## config.mk

```make
export PLATFORM = sky130hd
export DESIGN_NAME = aging_task_scheduler_flat
export DESIGN_NICKNAME = d
export VERILOG_FILES = /design/src/rtl/core/ats_pkg.sv /design/src/rtl/core/ats_channels.sv /design/src/rtl/core/aging_task_scheduler.sv /design/src/rtl/core/ats_ctrl.sv /design/src/rtl/core/ats_datapath.sv /design/src/flat_wrapper.sv
export SDC_FILE = /design/constraint.sdc
export NUM_CORES = 2
export LEC_CHECK = 0
export BUFFER_PORTS_ARGS = -buffer_cell sky130_fd_sc_hd__buf_4
export CORE_UTILIZATION = 54
export DETAILED_ROUTE_END_ITERATION = 10
export MAX_ROUTING_LAYER = met4
export PLACE_DENSITY = 0.8
export SLEW_MARGIN = 0
export SYNTH_ARGS = -nofsm -noshare
export SYNTH_HDL_FRONTEND = slang
export SYNTH_SLANG_ARGS = --single-unit
```

## constraint.sdc

```tcl
create_clock -name clock -period 9.85 [get_ports clock]
set_input_delay 1.4775 -clock clock [delete_from_list [all_inputs] [get_ports clock]]
set_output_delay 1.4775 -clock clock [all_outputs]
set_load 0.01 [all_outputs]
```

## src/rtl/core/ats_pkg.sv

```systemverilog
`timescale 1ns / 1ps
// -----------------------------------------------------------------------------
// ats_pkg
// Shared types and constants of the aging task scheduler.
// -----------------------------------------------------------------------------
package ats_pkg;

   // table geometry
   localparam int NUM_TASKS   = 8;
   localparam int SLOT_W      = $clog2(NUM_TASKS);
   localparam int STACK_SHIFT = 10;

   // field widths
   localparam int OPCODE_W    = 3;
   localparam int TASK_ID_W   = 3;
   localparam int PTR_W       = 32;
   localparam int TICKS_W     = 32;
   localparam int SLOT_IDX_W  = 4;
   localparam int COUNT_W     = 16;
   localparam int CSR_INDEX_W = 1;
   localparam int CSR_DATA_W  = 32;

   // constants
   localparam logic [PTR_W-1:0]   STACK_GAP    = PTR_W'(64);
   localparam logic [COUNT_W-1:0] WINDOW_RESET = COUNT_W'(1000);
   localparam logic [COUNT_W-1:0] COUNT_MAX    = {COUNT_W{1'b1}};

   // operation codes
   typedef enum logic [OPCODE_W-1:0] {
      OP_TICK   = 3'd0,
      OP_ADD    = 3'd1,
      OP_REMOVE = 3'd2,
      OP_DELAY  = 3'd3,
      OP_READ   = 3'd4
   } op_type;

   // register indexes
   typedef enum logic [CSR_INDEX_W-1:0] {
      CSR_STACK_TOP   = 1'd0,
      CSR_STAT_WINDOW = 1'd1
   } csr_index_type;

   // controller to datapath commands
   typedef struct packed {
      logic capture;
      logic tick_start;
      logic walk_step;
      logic tick_finish;
      logic exec_op;
      logic load_rsp;
   } cmd_type;

   // datapath to controller status
   typedef struct packed {
      logic is_tick;
      logic walk_last;
   } status_type;

endpackage

```

## src/rtl/core/ats_channels.sv

```systemverilog
`timescale 1ns / 1ps
// -----------------------------------------------------------------------------
// ats channel interfaces
// Request, response and register write channels with valid/ready handshake.
// -----------------------------------------------------------------------------
interface ats_req_if;
   logic                            valid;
   logic                            ready;
   logic [ats_pkg::OPCODE_W-1:0]    opcode;
   logic [ats_pkg::TASK_ID_W-1:0]   task_id;
   logic [ats_pkg::PTR_W-1:0]       saved_pointer;
   logic [ats_pkg::TICKS_W-1:0]     ticks;

   modport source (output valid, opcode, task_id, saved_pointer, ticks, input ready);
   modport sink   (input valid, opcode, task_id, saved_pointer, ticks, output ready);
endinterface

interface ats_rsp_if;
   logic                            valid;
   logic                            ready;
   logic [ats_pkg::SLOT_IDX_W-1:0]  slot_index;
   logic [ats_pkg::PTR_W-1:0]       pointer_out;
   logic [ats_pkg::COUNT_W-1:0]     last_run_count;
   logic                            slot_live;

   modport source (output valid, slot_index, pointer_out, last_run_count, slot_live,
                   input ready);
   modport sink   (input valid, slot_index, pointer_out, last_run_count, slot_live,
                   output ready);
endinterface

interface ats_csr_if;
   logic                            valid;
   logic                            ready;
   logic [ats_pkg::CSR_INDEX_W-1:0] index;
   logic [ats_pkg::CSR_DATA_W-1:0]  data;

   modport source (output valid, index, data, input ready);
   modport sink   (input valid, index, data, output ready);
endinterface

```

## src/rtl/core/aging_task_scheduler.sv

```systemverilog
`timescale 1ns / 1ps
// -----------------------------------------------------------------------------
// aging_task_scheduler
// Eight-slot task table with aging round-robin selection on each tick.
// -----------------------------------------------------------------------------
// Usage:
//   req_bus carries one operation per beat (tick, add, remove, delay, read);
//   every request beat produces exactly one response beat on rsp_bus.
//   csr_bus writes stack_top (index 0) and stat_window (index 1); it is always
//   ready and is meant to be written while no request is in flight.
// Sequence (one request at a time, taken again once its result is loaded):
//   add, remove, delay, read and unknown codes: capture, execute, then load
//   the result into the response register.
//   tick: capture, then the slot walk visits slots 0 to highest_slot one per
//   cycle, then the winner update and the load into the response register.
// Stalls:
//   the response sits in an output register; a new request is accepted while
//   it waits, and the block holds the next result until rsp_bus is free.
// Reset:
//   synchronous; empties the table, clears all counters, stack_top goes to 0
//   and stat_window to 1000.
// -----------------------------------------------------------------------------
module aging_task_scheduler (
   input logic        clock,
   input logic        reset,
   ats_req_if.sink    req_bus,
   ats_rsp_if.source  rsp_bus,
   ats_csr_if.sink    csr_bus
);

   ats_pkg::cmd_type    cmd;
   ats_pkg::status_type status;

   assign csr_bus.ready = 1'b1;

   // sequencer
   ats_ctrl u_ctrl (
      .clock     (clock),
      .reset     (reset),
      .req_valid (req_bus.valid),
      .req_ready (req_bus.ready),
      .rsp_valid (rsp_bus.valid),
      .rsp_ready (rsp_bus.ready),
      .status    (status),
      .cmd       (cmd)
   );

   // table and datapath
   ats_datapath u_datapath (
      .clock              (clock),
      .reset              (reset),
      .cmd                (cmd),
      .status             (status),
      .req_opcode         (req_bus.opcode),
      .req_task_id        (req_bus.task_id),
      .req_saved_pointer  (req_bus.saved_pointer),
      .req_ticks          (req_bus.ticks),
      .csr_write          (csr_bus.valid),
      .csr_index          (csr_bus.index),
      .csr_data           (csr_bus.data),
      .rsp_slot_index     (rsp_bus.slot_index),
      .rsp_pointer_out    (rsp_bus.pointer_out),
      .rsp_last_run_count (rsp_bus.last_run_count),
      .rsp_slot_live      (rsp_bus.slot_live)
   );

endmodule

```

## src/rtl/core/ats_ctrl.sv

```systemverilog
`timescale 1ns / 1ps
// -----------------------------------------------------------------------------
// ats_ctrl
// Sequencer: takes a request beat, steps the datapath through the slot walk
// or the table operation and hands the result to the response register.
// -----------------------------------------------------------------------------
module ats_ctrl (
   input  logic                clock,
   input  logic                reset,
   input  logic                req_valid,
   output logic                req_ready,
   output logic                rsp_valid,
   input  logic                rsp_ready,
   input  ats_pkg::status_type status,
   output ats_pkg::cmd_type    cmd
);

   typedef enum logic [2:0] {
      ST_IDLE,
      ST_START,
      ST_WALK,
      ST_FINISH,
      ST_OUT
   } state_type;

   state_type state_ff, state_in;
   logic      rsp_valid_ff, rsp_valid_in;
   logic      out_free;

   assign out_free  = !rsp_valid_ff || rsp_ready;
   assign req_ready = (state_ff == ST_IDLE);
   assign rsp_valid = rsp_valid_ff;

   // next state and commands
   always_comb begin
      state_in     = state_ff;
      rsp_valid_in = rsp_valid_ff && !rsp_ready;
      cmd          = '0;
      case (state_ff)
         ST_IDLE: begin
            if (req_valid) begin
               cmd.capture = 1'b1;
               state_in    = ST_START;
            end
         end
         ST_START: begin
            if (status.is_tick) begin
               cmd.tick_start = 1'b1;
               state_in       = ST_WALK;
            end else begin
               cmd.exec_op = 1'b1;
               state_in    = ST_OUT;
            end
         end
         ST_WALK: begin
            cmd.walk_step = 1'b1;
            if (status.walk_last) begin
               state_in = ST_FINISH;
            end
         end
         ST_FINISH: begin
            cmd.tick_finish = 1'b1;
            state_in        = ST_OUT;
         end
         ST_OUT: begin
            if (out_free) begin
               cmd.load_rsp = 1'b1;
               rsp_valid_in = 1'b1;
               state_in     = ST_IDLE;
            end
         end
         default: begin
            state_in = ST_IDLE;
         end
      endcase
   end

   // state and response valid
   always_ff @(posedge clock) begin
      if (reset) begin
         state_ff     <= ST_IDLE;
         rsp_valid_ff <= 1'b0;
      end else begin
         state_ff     <= state_in;
         rsp_valid_ff <= rsp_valid_in;
      end
   end

endmodule

```

## src/rtl/core/ats_datapath.sv

```systemverilog
`timescale 1ns / 1ps
// -----------------------------------------------------------------------------
// ats_datapath
// Task table, registers, slot walk unit and response register of the
// scheduler, driven by commands from the sequencer.
// -----------------------------------------------------------------------------
module ats_datapath (
   input  logic                                clock,
   input  logic                                reset,
   input  ats_pkg::cmd_type                    cmd,
   output ats_pkg::status_type                 status,
   // request beat
   input  logic [ats_pkg::OPCODE_W-1:0]        req_opcode,
   input  logic [ats_pkg::TASK_ID_W-1:0]       req_task_id,
   input  logic [ats_pkg::PTR_W-1:0]           req_saved_pointer,
   input  logic [ats_pkg::TICKS_W-1:0]         req_ticks,
   // register writes
   input  logic                                csr_write,
   input  logic [ats_pkg::CSR_INDEX_W-1:0]     csr_index,
   input  logic [ats_pkg::CSR_DATA_W-1:0]      csr_data,
   // response beat
   output logic [ats_pkg::SLOT_IDX_W-1:0]      rsp_slot_index,
   output logic [ats_pkg::PTR_W-1:0]           rsp_pointer_out,
   output logic [ats_pkg::COUNT_W-1:0]         rsp_last_run_count,
   output logic                                rsp_slot_live
);

   localparam int SW = ats_pkg::SLOT_W;
   localparam int PW = ats_pkg::PTR_W;
   localparam int CW = ats_pkg::COUNT_W;

   // captured request
   logic [ats_pkg::OPCODE_W-1:0]  op_ff;
   logic [ats_pkg::TASK_ID_W-1:0] id_ff;
   logic [PW-1:0]                 saved_ff;
   logic [ats_pkg::TICKS_W-1:0]   ticks_ff;

   // registers
   logic [PW-1:0] stack_top_ff;
   logic [CW-1:0] stat_window_ff;

   // task table
   logic [PW-1:0]                 ptr_ff   [ats_pkg::NUM_TASKS];
   logic [ats_pkg::TICKS_W-1:0]   delay_ff [ats_pkg::NUM_TASKS];
   logic [CW-1:0]                 skip_ff  [ats_pkg::NUM_TASKS];
   logic [CW-1:0]                 run_ff   [ats_pkg::NUM_TASKS];
   logic [CW-1:0]                 last_ff  [ats_pkg::NUM_TASKS];

   // scheduler state
   logic [SW-1:0] active_ff;
   logic [SW-1:0] highest_ff;
   logic [CW-1:0] window_ff;
   logic          latch_ff;
   logic [SW-1:0] idx_ff;
   logic [CW-1:0] best_ff;
   logic [SW-1:0] win_ff;

   // result and response registers
   logic [ats_pkg::SLOT_IDX_W-1:0] res_slot_ff,  rsp_slot_ff;
   logic [PW-1:0]                  res_ptr_ff,   rsp_ptr_ff;
   logic [CW-1:0]                  res_last_ff,  rsp_last_ff;
   logic                           res_live_ff,  rsp_live_ff;

   // decode
   ats_pkg::op_type   op;
   logic              id_ok;
   logic [SW-1:0]     id_slot;
   logic [SW-1:0]     rd_addr;
   logic [PW-1:0]     rd_ptr;
   logic [ats_pkg::TICKS_W-1:0] rd_delay;
   logic [CW-1:0]     rd_skip;
   logic [CW-1:0]     rd_run;
   logic [CW-1:0]     rd_last;
   logic              rd_live;

   // free slot search and new pointer
   logic              free_found;
   logic [SW-1:0]     free_slot;
   logic [PW-1:0]     new_ptr;

   // window counter
   logic [CW:0]       window_next;
   logic              window_wrap;

   assign op      = ats_pkg::op_type'(op_ff);
   assign id_ok   = (32'(id_ff) < 32'(ats_pkg::NUM_TASKS));
   assign id_slot = id_ff[SW-1:0];

   // shared read port on the table, apart from the free slot search
   always_comb begin
      rd_addr = idx_ff;
      if (cmd.tick_start) begin
         rd_addr = active_ff;
      end else if (cmd.tick_finish) begin
         rd_addr = win_ff;
      end else if (cmd.exec_op) begin
         rd_addr = (op == ats_pkg::OP_READ) ? id_slot : active_ff;
      end
   end

   assign rd_ptr   = ptr_ff[rd_addr];
   assign rd_delay = delay_ff[rd_addr];
   assign rd_skip  = skip_ff[rd_addr];
   assign rd_run   = run_ff[rd_addr];
   assign rd_last  = last_ff[rd_addr];
   assign rd_live  = (rd_ptr != '0);

   // lowest free slot
   always_comb begin
      free_found = 1'b0;
      free_slot  = '0;
      for (int s = ats_pkg::NUM_TASKS - 1; s >= 0; s--) begin
         if (ptr_ff[s] == '0) begin
            free_found = 1'b1;
            free_slot  = SW'(s);
         end
      end
   end

   assign new_ptr = stack_top_ff
                  - (PW'({1'b0, free_slot} + 1'b1) << ats_pkg::STACK_SHIFT)
                  - ats_pkg::STACK_GAP;

   // statistics window count, a window of zero latches on every tick
   assign window_next = {1'b0, window_ff} + 1'b1;
   assign window_wrap = (window_next >= {1'b0, stat_window_ff});

   assign status.is_tick   = (op == ats_pkg::OP_TICK);
   assign status.walk_last = (idx_ff == highest_ff);

   // captured request and walk scratch
   always_ff @(posedge clock) begin
      if (cmd.capture) begin
         op_ff    <= req_opcode;
         id_ff    <= req_task_id;
         saved_ff <= req_saved_pointer;
         ticks_ff <= req_ticks;
      end
      if (cmd.tick_start) begin
         idx_ff  <= '0;
         best_ff <= '0;
         win_ff  <= '0;
      end else if (cmd.walk_step) begin
         idx_ff <= idx_ff + 1'b1;
         if (rd_live && rd_delay == '0 && rd_skip > best_ff) begin
            best_ff <= rd_skip;
            win_ff  <= idx_ff;
         end
      end
   end

   // registers
   always_ff @(posedge clock) begin
      if (reset) begin
         stack_top_ff   <= '0;
         stat_window_ff <= ats_pkg::WINDOW_RESET;
      end else if (csr_write) begin
         case (ats_pkg::csr_index_type'(csr_index))
            ats_pkg::CSR_STACK_TOP:   stack_top_ff   <= csr_data;
            ats_pkg::CSR_STAT_WINDOW: stat_window_ff <= csr_data[CW-1:0];
            default: ;
         endcase
      end
   end

   // task table and scheduler state
   always_ff @(posedge clock) begin
      if (reset) begin
         for (int s = 0; s < ats_pkg::NUM_TASKS; s++) begin
            ptr_ff[s]   <= '0;
            delay_ff[s] <= '0;
            skip_ff[s]  <= '0;
            run_ff[s]   <= '0;
            last_ff[s]  <= '0;
         end
         active_ff  <= '0;
         highest_ff <= '0;
         window_ff  <= '0;
         latch_ff   <= 1'b0;
      end else begin
         // tick: window count and save of the active pointer
         if (cmd.tick_start) begin
            window_ff <= window_wrap ? '0 : window_next[CW-1:0];
            latch_ff  <= window_wrap;
            if (rd_live) begin
               ptr_ff[active_ff] <= saved_ff;
            end
         end
         // tick: one live slot per cycle
         if (cmd.walk_step && rd_live) begin
            if (rd_delay != '0) begin
               delay_ff[idx_ff] <= rd_delay - 1'b1;
            end
            if (rd_skip != ats_pkg::COUNT_MAX) begin
               skip_ff[idx_ff] <= rd_skip + 1'b1;
            end
            if (latch_ff) begin
               last_ff[idx_ff] <= rd_run;
               run_ff[idx_ff]  <= '0;
            end
         end
         // tick: winner update
         if (cmd.tick_finish) begin
            skip_ff[win_ff] <= '0;
            run_ff[win_ff]  <= rd_run + 1'b1;
            active_ff       <= win_ff;
         end
         // table operations
         if (cmd.exec_op) begin
            case (op)
               ats_pkg::OP_ADD: begin
                  if (free_found) begin
                     ptr_ff[free_slot]   <= new_ptr;
                     delay_ff[free_slot] <= ticks_ff;
                     skip_ff[free_slot]  <= '0;
                     if (free_slot > highest_ff) begin
                        highest_ff <= free_slot;
                     end
                  end
               end
               ats_pkg::OP_REMOVE: begin
                  if (id_ok) begin
                     ptr_ff[id_slot] <= '0;
                  end
               end
               ats_pkg::OP_DELAY: begin
                  delay_ff[active_ff] <= ticks_ff;
               end
               default: ;
            endcase
         end
      end
   end

   // result of the finished operation
   always_ff @(posedge clock) begin
      if (cmd.tick_finish) begin
         res_slot_ff <= ats_pkg::SLOT_IDX_W'(win_ff);
         res_ptr_ff  <= rd_ptr;
         res_last_ff <= '0;
         res_live_ff <= rd_live;
      end else if (cmd.exec_op) begin
         res_slot_ff <= '0;
         res_ptr_ff  <= '0;
         res_last_ff <= '0;
         res_live_ff <= 1'b0;
         case (op)
            ats_pkg::OP_ADD: begin
               if (free_found) begin
                  res_slot_ff <= ats_pkg::SLOT_IDX_W'(free_slot);
                  res_ptr_ff  <= new_ptr;
                  res_live_ff <= (new_ptr != '0);
               end else begin
                  res_slot_ff <= ats_pkg::SLOT_IDX_W'(ats_pkg::NUM_TASKS);
               end
            end
            ats_pkg::OP_REMOVE: begin
               res_slot_ff <= ats_pkg::SLOT_IDX_W'(id_ff);
            end
            ats_pkg::OP_DELAY: begin
               res_slot_ff <= ats_pkg::SLOT_IDX_W'(active_ff);
            end
            ats_pkg::OP_READ: begin
               res_slot_ff <= ats_pkg::SLOT_IDX_W'(id_ff);
               if (id_ok) begin
                  res_ptr_ff  <= rd_ptr;
                  res_last_ff <= rd_last;
                  res_live_ff <= rd_live;
               end
            end
            default: ;
         endcase
      end
   end

   // response register
   always_ff @(posedge clock) begin
      if (cmd.load_rsp) begin
         rsp_slot_ff <= res_slot_ff;
         rsp_ptr_ff  <= res_ptr_ff;
         rsp_last_ff <= res_last_ff;
         rsp_live_ff <= res_live_ff;
      end
   end

   assign rsp_slot_index     = rsp_slot_ff;
   assign rsp_pointer_out    = rsp_ptr_ff;
   assign rsp_last_run_count = rsp_last_ff;
   assign rsp_slot_live      = rsp_live_ff;

endmodule

```

## src/flat_wrapper.sv

```systemverilog
// flat-port wrapper written by rule: the top's interface ports become plain ports
module aging_task_scheduler_flat 
  (clock, reset, req_bus_valid, req_bus_opcode, req_bus_task_id, req_bus_saved_pointer, req_bus_ticks, req_bus_ready, rsp_bus_valid, rsp_bus_slot_index, rsp_bus_pointer_out, rsp_bus_last_run_count, rsp_bus_slot_live, rsp_bus_ready, csr_bus_valid, csr_bus_index, csr_bus_data, csr_bus_ready);
  ats_req_if req_bus_i ();
  ats_rsp_if rsp_bus_i ();
  ats_csr_if csr_bus_i ();
  input logic clock;
  input logic reset;
  input wire logic [$bits(req_bus_i.valid)-1:0] req_bus_valid;
  input wire logic [$bits(req_bus_i.opcode)-1:0] req_bus_opcode;
  input wire logic [$bits(req_bus_i.task_id)-1:0] req_bus_task_id;
  input wire logic [$bits(req_bus_i.saved_pointer)-1:0] req_bus_saved_pointer;
  input wire logic [$bits(req_bus_i.ticks)-1:0] req_bus_ticks;
  output wire logic [$bits(req_bus_i.ready)-1:0] req_bus_ready;
  output wire logic [$bits(rsp_bus_i.valid)-1:0] rsp_bus_valid;
  output wire logic [$bits(rsp_bus_i.slot_index)-1:0] rsp_bus_slot_index;
  output wire logic [$bits(rsp_bus_i.pointer_out)-1:0] rsp_bus_pointer_out;
  output wire logic [$bits(rsp_bus_i.last_run_count)-1:0] rsp_bus_last_run_count;
  output wire logic [$bits(rsp_bus_i.slot_live)-1:0] rsp_bus_slot_live;
  input wire logic [$bits(rsp_bus_i.ready)-1:0] rsp_bus_ready;
  input wire logic [$bits(csr_bus_i.valid)-1:0] csr_bus_valid;
  input wire logic [$bits(csr_bus_i.index)-1:0] csr_bus_index;
  input wire logic [$bits(csr_bus_i.data)-1:0] csr_bus_data;
  output wire logic [$bits(csr_bus_i.ready)-1:0] csr_bus_ready;
  assign req_bus_i.valid = req_bus_valid;
  assign req_bus_i.opcode = req_bus_opcode;
  assign req_bus_i.task_id = req_bus_task_id;
  assign req_bus_i.saved_pointer = req_bus_saved_pointer;
  assign req_bus_i.ticks = req_bus_ticks;
  assign req_bus_ready = req_bus_i.ready;
  assign rsp_bus_valid = rsp_bus_i.valid;
  assign rsp_bus_slot_index = rsp_bus_i.slot_index;
  assign rsp_bus_pointer_out = rsp_bus_i.pointer_out;
  assign rsp_bus_last_run_count = rsp_bus_i.last_run_count;
  assign rsp_bus_slot_live = rsp_bus_i.slot_live;
  assign rsp_bus_i.ready = rsp_bus_ready;
  assign csr_bus_i.valid = csr_bus_valid;
  assign csr_bus_i.index = csr_bus_index;
  assign csr_bus_i.data = csr_bus_data;
  assign csr_bus_ready = csr_bus_i.ready;
  aging_task_scheduler u_core (.clock(clock), .reset(reset), .req_bus(req_bus_i), .rsp_bus(rsp_bus_i), .csr_bus(csr_bus_i));
endmodule
```

==> results.cfg <==
[worst_setup_path]
crit_required_ps = 10140
path_cells = nor3_4, o21a_1, nand2_1, a22oi_2, buf_4, a32oi_1, nand3_1, ha_1, inv_1, a221oi_4, nand3_2, nor4_4, nand4_2, a21oi_4, o21ai_4
start_kind = register
timing.rr.start = u_core.u_datapath.op[1]
worstRegToRegCells = 15
ff2ff_setup_slack_ps = 2330
arrival_ps = 7810
slowest_delay_ps = 1090
critPathKind = reg -> reg
r2r-end = u_core.u_datapath.delay_ff[1][25]
slowest_stage = a21oi_4
critical_path_peak_fanout = 62
end_kind = register

[min_path]
worstHoldPathType = reg -> reg
hold_depth = 0
hp-start = u_core.u_datapath.res_ptr_ff[26]
whs_endpoint = u_core.u_datapath.rsp_pointer_out[26]

[finish]
final_common_cell = edfxtp_1
syn_to_final_growth_pct = 10.9
nets = 5239
mostFrequentLayoutCells = 1,055 x edfxtp_1, 859 x nand2_1, 856 x nor2_1
nFillCells = 7796
final_core_util_pct = 60.4
layout-drive-gt1-share_pct = 10.6

[logic_synthesis]
ys_ff_latch = 1169
synthFlopType = edfxtp_1
syn-num-nets = 5205
syn_area_mm2 = 0.0546
yosysWarnings = 0
synth_seq_area_share_pct = 62.2
syn_avg_cell_area_um2 = 10.8
synth-edff-count = 1055
synth_cell_types = 103
synthCells = 5042
synth-async-reset-ratio_pct = 0

[pwr]
powerDensity_mw_per_mm2 = 233
power.leakage_nw = 21.7
ir_drop_mv = 0.248

[placed_design]
post-dp-hpwl_um = 106000
pre_cts_ws_ps = 2560
gp_congestion = 1.00
port_buffers = 162

[clocking]
cts_root_buf = clkbuf_16
clk_pin_slew_ps = 70
clock_latency_ps = 730
cts-htree-levels = 3
cts-hold-fix-buffers = 0
postCtsSetupBuffers = 0
cts_max_path_buffers = 3
cts_resized = 0
cts_tree = built
clock-sinks = 1169
cts_buffers = 115

[floorplanning]
die_x_um = 320
start_util_pct = 54.5
io_pins = 164
die_area_mm2 = 0.102
core_mm2 = 0.100
die_h_um = 320
num_rows = 116

[timing]
min_period_ps = 7520
final.setup.worst_slack_ps = 2330
worst_pin_slew_ps = 1310
fmax_mhz = 133
setup_viol = 0
hold_ws_ps = 416
drv_slew = 0
maxSlewHeadroom_pct = 12.3
hold_viol = 0
rsz0062_at_grt = false
fin_skew_ps = 49.2
tns_ps = 0
fin_crit_sh_pct = 76.4

[route]
ant_nets = 0
drt_wl_total_um = 163000
vias = 42100
drc_errors = 0
drt_first_pass_iters = 6
drt-initial-drc-count = 6504
wire_per_inst_um = 25.1
vias_per_cell = 6.50

[global_route]
antenna_found_initial = 7
grt.overflow.total = 0
grt_first_pass_wirelength_um = 242000
grt_pass1_vias = 39800
grt_start_max_net_pins = 153
grt_use_total_pct = 32.1

[job]
cap_viol_max_count = 0

[status]
outcome = finished clean
## worst max-delay path by stage
stage / start / to / slack (ps) / depth (start not counted)
after detailed placement: u_core.u_datapath.op[1] / u_core.u_datapath.delay_ff[1][11] / 2560 / 15
after CTS: u_core.u_datapath.op[0] / u_core.u_datapath.delay_ff[1][20] / 2520 / 15
final: u_core.u_datapath.op[1] / u_core.u_datapath.delay_ff[1][25] / 2330 / 15
after floorplan: u_core.u_ctrl.state_ff[2] / u_core.u_datapath.delay_ff[0][0] / 3020 / 23
after global routing: u_core.u_datapath.op[1] / u_core.u_datapath.delay_ff[1][20] / 2060 / 15
after global placement: u_core.u_datapath.op[1] / u_core.u_datapath.delay_ff[1][16] / 2840 / 15
## routing by layer
layer | part of all wire, % | wire length, um | GRT usage (%) | vias to the layer above
li1 | - | - | - | 18400
met1 | 36 | 59300 | 41.8 | 20100
met2 | 46 | 74600 | 48.9 | 3133
met3 | 13 | 21600 | 7.38 | 573
met4 | 4.4 | 7160 | 12.8 | 0
met5 | 0 | 0 | - | -
## flip-flops by register name, indices dropped and copies added, names as in the netlist, 32 cells and up
signal                             flops
u_core.u_datapath.res_ptr_ff          32
u_core.u_datapath.saved_ff            32
u_core.u_datapath.ptr_ff             256
u_core.u_datapath.last_ff            128
u_core.u_datapath.run_ff             128
u_core.u_datapath.ticks_ff            32
u_core.u_datapath.skip_ff            128
u_core.u_datapath.stack_top_ff        32
u_core.u_datapath.delay_ff           256
u_core.u_datapath.rsp_pointer_out     32
## synthesized netlist by cell type (all sizes together) (6+ instances only)
master	instances	share of area, %
edfxtp	1055	58
nand2	861	5.9
nor2	861	5.9
nand3	298	2.7
buf	189	2.1
nor3	184	1.7
clkbuf	140	0.96
mux2i	122	2.2
a21oi	114	1.1
dfxtp	114	4.2
o21ai	87	0.80
nor4	86	1.1
and3	84	0.96
inv	83	0.57
a32oi	76	1.2
nand4	68	0.81
a211oi	62	0.89
a31oi	61	0.71
ha	55	1.3
xnor2	55	0.90
o22ai	30	0.34
nand2b	28	0.32
or2	26	0.30
xor2	23	0.37
o21a	18	0.25
or4	18	0.25
a2111oi	17	0.27
a22o	16	0.26
and2	16	0.18
nor2b	15	0.17
o211ai	14	0.19
a21o	11	0.15
mux2	10	0.21
or3	10	0.11
a22oi	9	0.17
o31a	9	0.14
a211o	8	0.13
and4	8	0.13
o31ai	8	0.12
a311oi	7	0.11
a31o	6	0.096
and3b	6	0.096
nor3b	6	0.10
o211a	6	0.11
## logic make-up after synthesis
group / Yosys count / synth area share, %
multiplexers: 132 / 2.44
flip-flops: 1169 / 62.2
XOR/XNOR: 78 / 1.27
other: 1 / 0.00687
buffers and inverters: 412 / 3.61
adder cells (fa/ha/maj): 55 / 1.26
AO/OA/AOI/OAI: 601 / 7.94
AND/OR/NAND/NOR: 2594 / 21.2
## power breakdown
part / internal [mW] / total, mW / switching [mW]
Clock: 2.51 / 4.43 / 1.92
Combinational: 1.02 / 3.90 / 2.88
Sequential: 5.64 / 5.75 / 0.116
Total: 9.17 / 14.1 / 4.92
## metrics by stage
stage	power [mW]	std cells	cell area (um2)
after floorplan	8.35	5042	54600
after global placement	9.51	6257	56700
after detailed placement	9.59	6257	56700
after CTS	13.9	6475	60500
after global routing	14.5	6479	60500
final	14.1	6480	60500
## worst max-delay path, delay by kind of cell (launching register included)
kind	cells	cell delay [ps]
compound gates	6	2810
simple gates	6	2510
buf+inv	2	880
flops	1	630
fa+ha+maj	1	180
## layout make-up
type / count / area (um2) / share of cell area, %
antenna: 5 / 12.5 / 0.0207
clock buffer: 161 / 3290 / 5.43
clock inverter: 57 / 512 / 0.845
inverter: 83 / 312 / 0.515
multi-input combinational: 3461 / 18900 / 31.3
sequential: 1169 / 34000 / 56.1
tap: 1298 / 1620 / 2.68
timing repair buffer: 246 / 1900 / 3.13
Power figures use the tool's default switching activity.
